### src/design/ffpea_mem.sv
// Extent store for the allocator: one synchronous RAM of {start, length} pairs.
// One write port and one read port, read data registered; uses no package.
`default_nettype none
module ffpea_mem #(
    parameter int DEPTH = 32,
    parameter int AW    = 5
) (
    input  wire logic          aclk,
    input  wire logic          we,
    input  wire logic [AW-1:0] waddr,
    input  wire logic [127:0]  wdata,
    input  wire logic [AW-1:0] raddr,
    output logic      [127:0]  rdata
);
    logic [127:0] mem [DEPTH];

    always_ff @(posedge aclk) begin
        if (we) begin
            mem[waddr] <= wdata;
        end
        rdata <= mem[raddr];
    end
endmodule
`default_nettype wire

### config.mk
export PLATFORM = sky130hd
export DESIGN_NAME = ffpea_mem
export DESIGN_NICKNAME = d
export VERILOG_FILES = /design/src/design/ffpea_mem.sv
export SDC_FILE = /design/constraint.sdc
export NUM_CORES = 2
export LEC_CHECK = 0
export ABC_CLOCK_PERIOD_IN_PS = 10520
export BUFFER_PORTS_ARGS = -buffer_cell sky130_fd_sc_hd__buf_2
export CORE_MARGIN = 3
export CORE_UTILIZATION = 60
export DETAILED_ROUTE_END_ITERATION = 7
export PLACE_DENSITY_LB_ADDON = 0.08
export SLEW_MARGIN = 5
export SYNTH_ARGS = -nofsm -noshare
export SYNTH_HDL_FRONTEND = slang
export SYNTH_SLANG_ARGS = --single-unit
### constraint.sdc
create_clock -name aclk -period 10.52 [get_ports aclk]
set_input_delay 0.526 -clock aclk [delete_from_list [all_inputs] [get_ports aclk]]
set_output_delay 0.526 -clock aclk [all_outputs]
set_load 0.02 [all_outputs]
Word level (Yosys, flattened, before mapping)
Memories as Yosys holds them, arrays and structs flattened. A register that Yosys moved wholly into a read port is not among the register bits.
Cells that the tools add are included.

operators by class
  muxes and demuxes = 2

operators by type and width
  operator          number
  2-to-1 mux 1 bit  2

word-level totals
  bits in registers = 0
  memory bits (writable) = 4,096
  input bits = 140
  output and inout port bits = 128
  logic and storage cells = 3
  memories = 1

memory list
  name  words  width  rd ports  clocked after Yosys merged registers in  wr ports  RTL line  text
  mem   32     128    1         1                                        1         15        logic [127:0] mem [DEPTH];

Depth between registers and ports, before layout
  depth after elaboration = 2
  depth in mapped cells = 9
  gate-level depth less buffers = 4

Least setup slack after synthesis
Ideal clock, no wire load.

  kind = input-to-reg
  start = input waddr[1]
  end = memory mem[12][0], enable pin
  library setup time = 0.617 ns
  arrival = 6.507 ns
  setup slack = 3.396 ns
  stages = 3
  buffers on the path = 1
  path through = or3b_2 > clkbuf_1 > nor2_1

RTL lines
  what         RTL line  text
  from (decl)  10        input wire logic [AW-1:0] waddr,
  to (decl)    15

No word-level cell before the write port.

Final worst setup path
  start = input waddr[1]
  end = memory mem[29][123], enable pin

No word-level cell before the write port.

==> flow_summary.json <==
{
  "maxSlewViolCount": 0,
  "setup_ws_ps": 7075,
  "fp.coreArea_sq_mm": 0.2572,
  "drt_wl_total_microns": 381100,
  "holdCritStartpoint": "wdata[69]",
  "yosysTopAreaCellShare": 0.7923,
  "grt_pass1_wl_microns": 541700,
  "ys_warn_count": 0,
  "synthArstFlopShare": 0,
  "clockBufferDepth": 4,
  "first_pass_iters": 8,
  "setup_viol": 0,
  "period_needed_ps": 3445,
  "relSlewSlack": 0.1160,
  "status": "finished, final reports clean",
  "dp.cells": 9871,
  "ys_top_cells_by_area": "edfxtp_1, mux4_2, o22ai_1",
  "synth-seq-cells": 4224,
  "syn_area_sq_mm": 0.1552,
  "crit_fanout": 31,
  "synth_edf_count": 4096,
  "worst_path_most_repeated_cell": "buf_4",
  "die_w_microns": 514.7,
  "routedWlPerCell_microns": 35.63,
  "fmax_mhz": 290.3,
  "preCtsSetupSlack_ps": 6117,
  "synth_fp_nets": 6580,
  "nNetsFinal": 7095,
  "initial_utilization": 0.6037,
  "area_growth_pct": 12.51,
  "die_area_sq_mm": 0.2649,
  "root_buffer": "clkbuf_16",
  "io_pins": 268,
  "crit_chain": "buf_2, nand3b_1, nor2_4, buf_4, buf_4",
  "cap_violations": 0,
  "viasPerCell": 6.840,
  "end_kind": "register",
  "required_ps": 11090,
  "synth_area_per_cell_sq_um": 24.11,
  "yosysSeqAreaShare": 0.8088,
  "worst_ep_arrival_time_ps": 4020,
  "clkTransAtPathRegs_ps": 60,
  "worst_pin_slew_ps": 1323,
  "drtIter0Drc": 9399,
  "hp-class": "primary input to register",
  "final_util": 0.6792,
  "drive_gt1_frac": 0.2747,
  "gp_congestion": 0.7478,
  "p_per_area_mw_per_mm2": 199.9,
  "ant_nets": 0,
  "yosys_most_used_dff": "edfxtp_1",
  "antenna_found_initial": 40,
  "rsz0062_at_grt": "no",
  "via_count": 73154,
  "cts_tree": "yes",
  "grt_pass1_vias": 73319,
  "slowest_delay_ps": 1100,
  "slowest_stage": "nor2_4",
  "numCtsBuffers": 422,
  "synth.distinct_cells": 28,
  "grt_max_degree": 147,
  "finalCritPeriodShare": 0.3274,
  "die_h_microns": 514.7,
  "synth_largest_area_cell": "edfxtp_1",
  "finClkSkew_ps": 45.73,
  "vdd_drop_max_v": 0.0001628,
  "ctsHoldBuffers": 44,
  "critPathLaunchType": "primary input",
  "syn_inst": 6440,
  "finalHoldViolations": 0,
  "reg2reg_from": "mem[28][83]",
  "cts_num_sinks": 4224,
  "postCtsSetupRepairBufs": 0,
  "worstSetupPathType": "primary input to register",
  "fin_cells": 10695,
  "finalSetupTns_ps": 0,
  "hpwlAfterDp_microns": 173500,
  "critPathLaunch": "waddr[1]",
  "globalRouteTotalUtil": 0.2911,
  "p_leak_nw": 54.70,
  "overflow": 0,
  "post_cts_resized": 0,
  "drt_drc_violations_left": 0,
  "io_buffers": 267,
  "fp-row-count": 186,
  "h-tree-depth": 5,
  "worstSkewPairLatency_ps": 970
}
-- path summary, 6_finish.rpt --
check                               endpoint  slack (ps)  depth (start not counted)
worst max register to register     rdata[83]        8840                          3
worst max-delay path            mem[29][123]        7080                          5
worst min register to register    rdata[119]         690                          3
worst min-delay path             mem[17][69]          50                          1
-- cells in the mapped netlist, drive strengths merged, types with 2 or more instances --
master	number
a22oi	102
mux4	956
nand3b	6
or3b	4
dfxtp	128
o22ai	444
nor2b	3
or3	2
nand2	4
buf	235
clkbuf	117
nor4	111
nand3	37
nor2	36
nand4	17
edfxtp	4096
mux2i	136
-- critical path: cells and delay by family --
family	cells	cell delay [ps]
AND/OR/NAND/NOR	2	1730
buffers and inverters	3	1640
-- registers in the layout, summed over array words and instances, names as in the netlist --
signal  flops
mem      4096
rdata     128
-- routing by layer --
layer | GRT usage | routed length, microns
met1 | 0.4179 | 147100
met3 | 0.05412 | 34160
met4 | 0.08137 | 10910
met2 | 0.4690 | 188800
met5 | 0 | 117
-- placed cells by master, fill, tap and decap left out, types with 3 or more instances in the layout --
| cell | instances |
|---|---|
| nand3_1 | 36 |
| or3b_2 | 3 |
| clkbuf_8 | 45 |
| clkbuf_1 | 108 |
| clkinv_1 | 56 |
| a22oi_1 | 102 |
| clkinv_8 | 4 |
| dfxtp_1 | 128 |
| inv_6 | 5 |
| nand3b_1 | 6 |
| buf_2 | 265 |
| nand4_1 | 17 |
| buf_4 | 92 |
| o22ai_1 | 444 |
| nor2_4 | 33 |
| mux4_2 | 956 |
| diode_2 | 17 |
| buf_12 | 41 |
| clkinv_2 | 76 |
| edfxtp_1 | 4096 |
| clkinvlp_4 | 7 |
| bufinv_16 | 34 |
| dlygate4sd3_1 | 44 |
| clkbuf_16 | 425 |
| nor4_1 | 110 |
| mux2i_1 | 136 |
-- per-stage QoR --
step / hold slack [ps] / power (mW) / instance area, sq um
after floorplan: 624.9 / 20.05 / 155200
after global placement: 669.2 / 20.66 / 160700
after detailed placement: 681.8 / 20.70 / 160700
after CTS: 0.4551 / 35.15 / 174600
after global routing: 44.67 / 35.92 / 174600
final: 52.32 / 34.92 / 174700
-- cell families after synthesis --
family,after synthesis,share of synthesized area
AO/OA/AOI/OAI,546,0.02283
multiplexers,1092,0.1475
buffers and inverters,352,0.01256
AND/OR/NAND/NOR,226,0.008318
flip-flops,4224,0.8088
-- where the power goes --
group | switching [mW] | internal [mW] | leakage [nW] | total (mW)
combinational | 0.955 | 0.566 | 10.1 | 1.52
clock | 6.02 | 8.55 | 6.62 | 14.6
sequential | 0.107 | 18.7 | 38.0 | 18.8
-- final cells by class --
type,count,area [sq um]
tap,3384,4234
clock buffer,578,11660
fill,15693,82510
timing repair buffer,443,3293
clock inverter,185,1810
multi-input combinational,1864,28050
antenna,17,42.54
sequential,4224,125600
(Power assumes the default switching activity.)
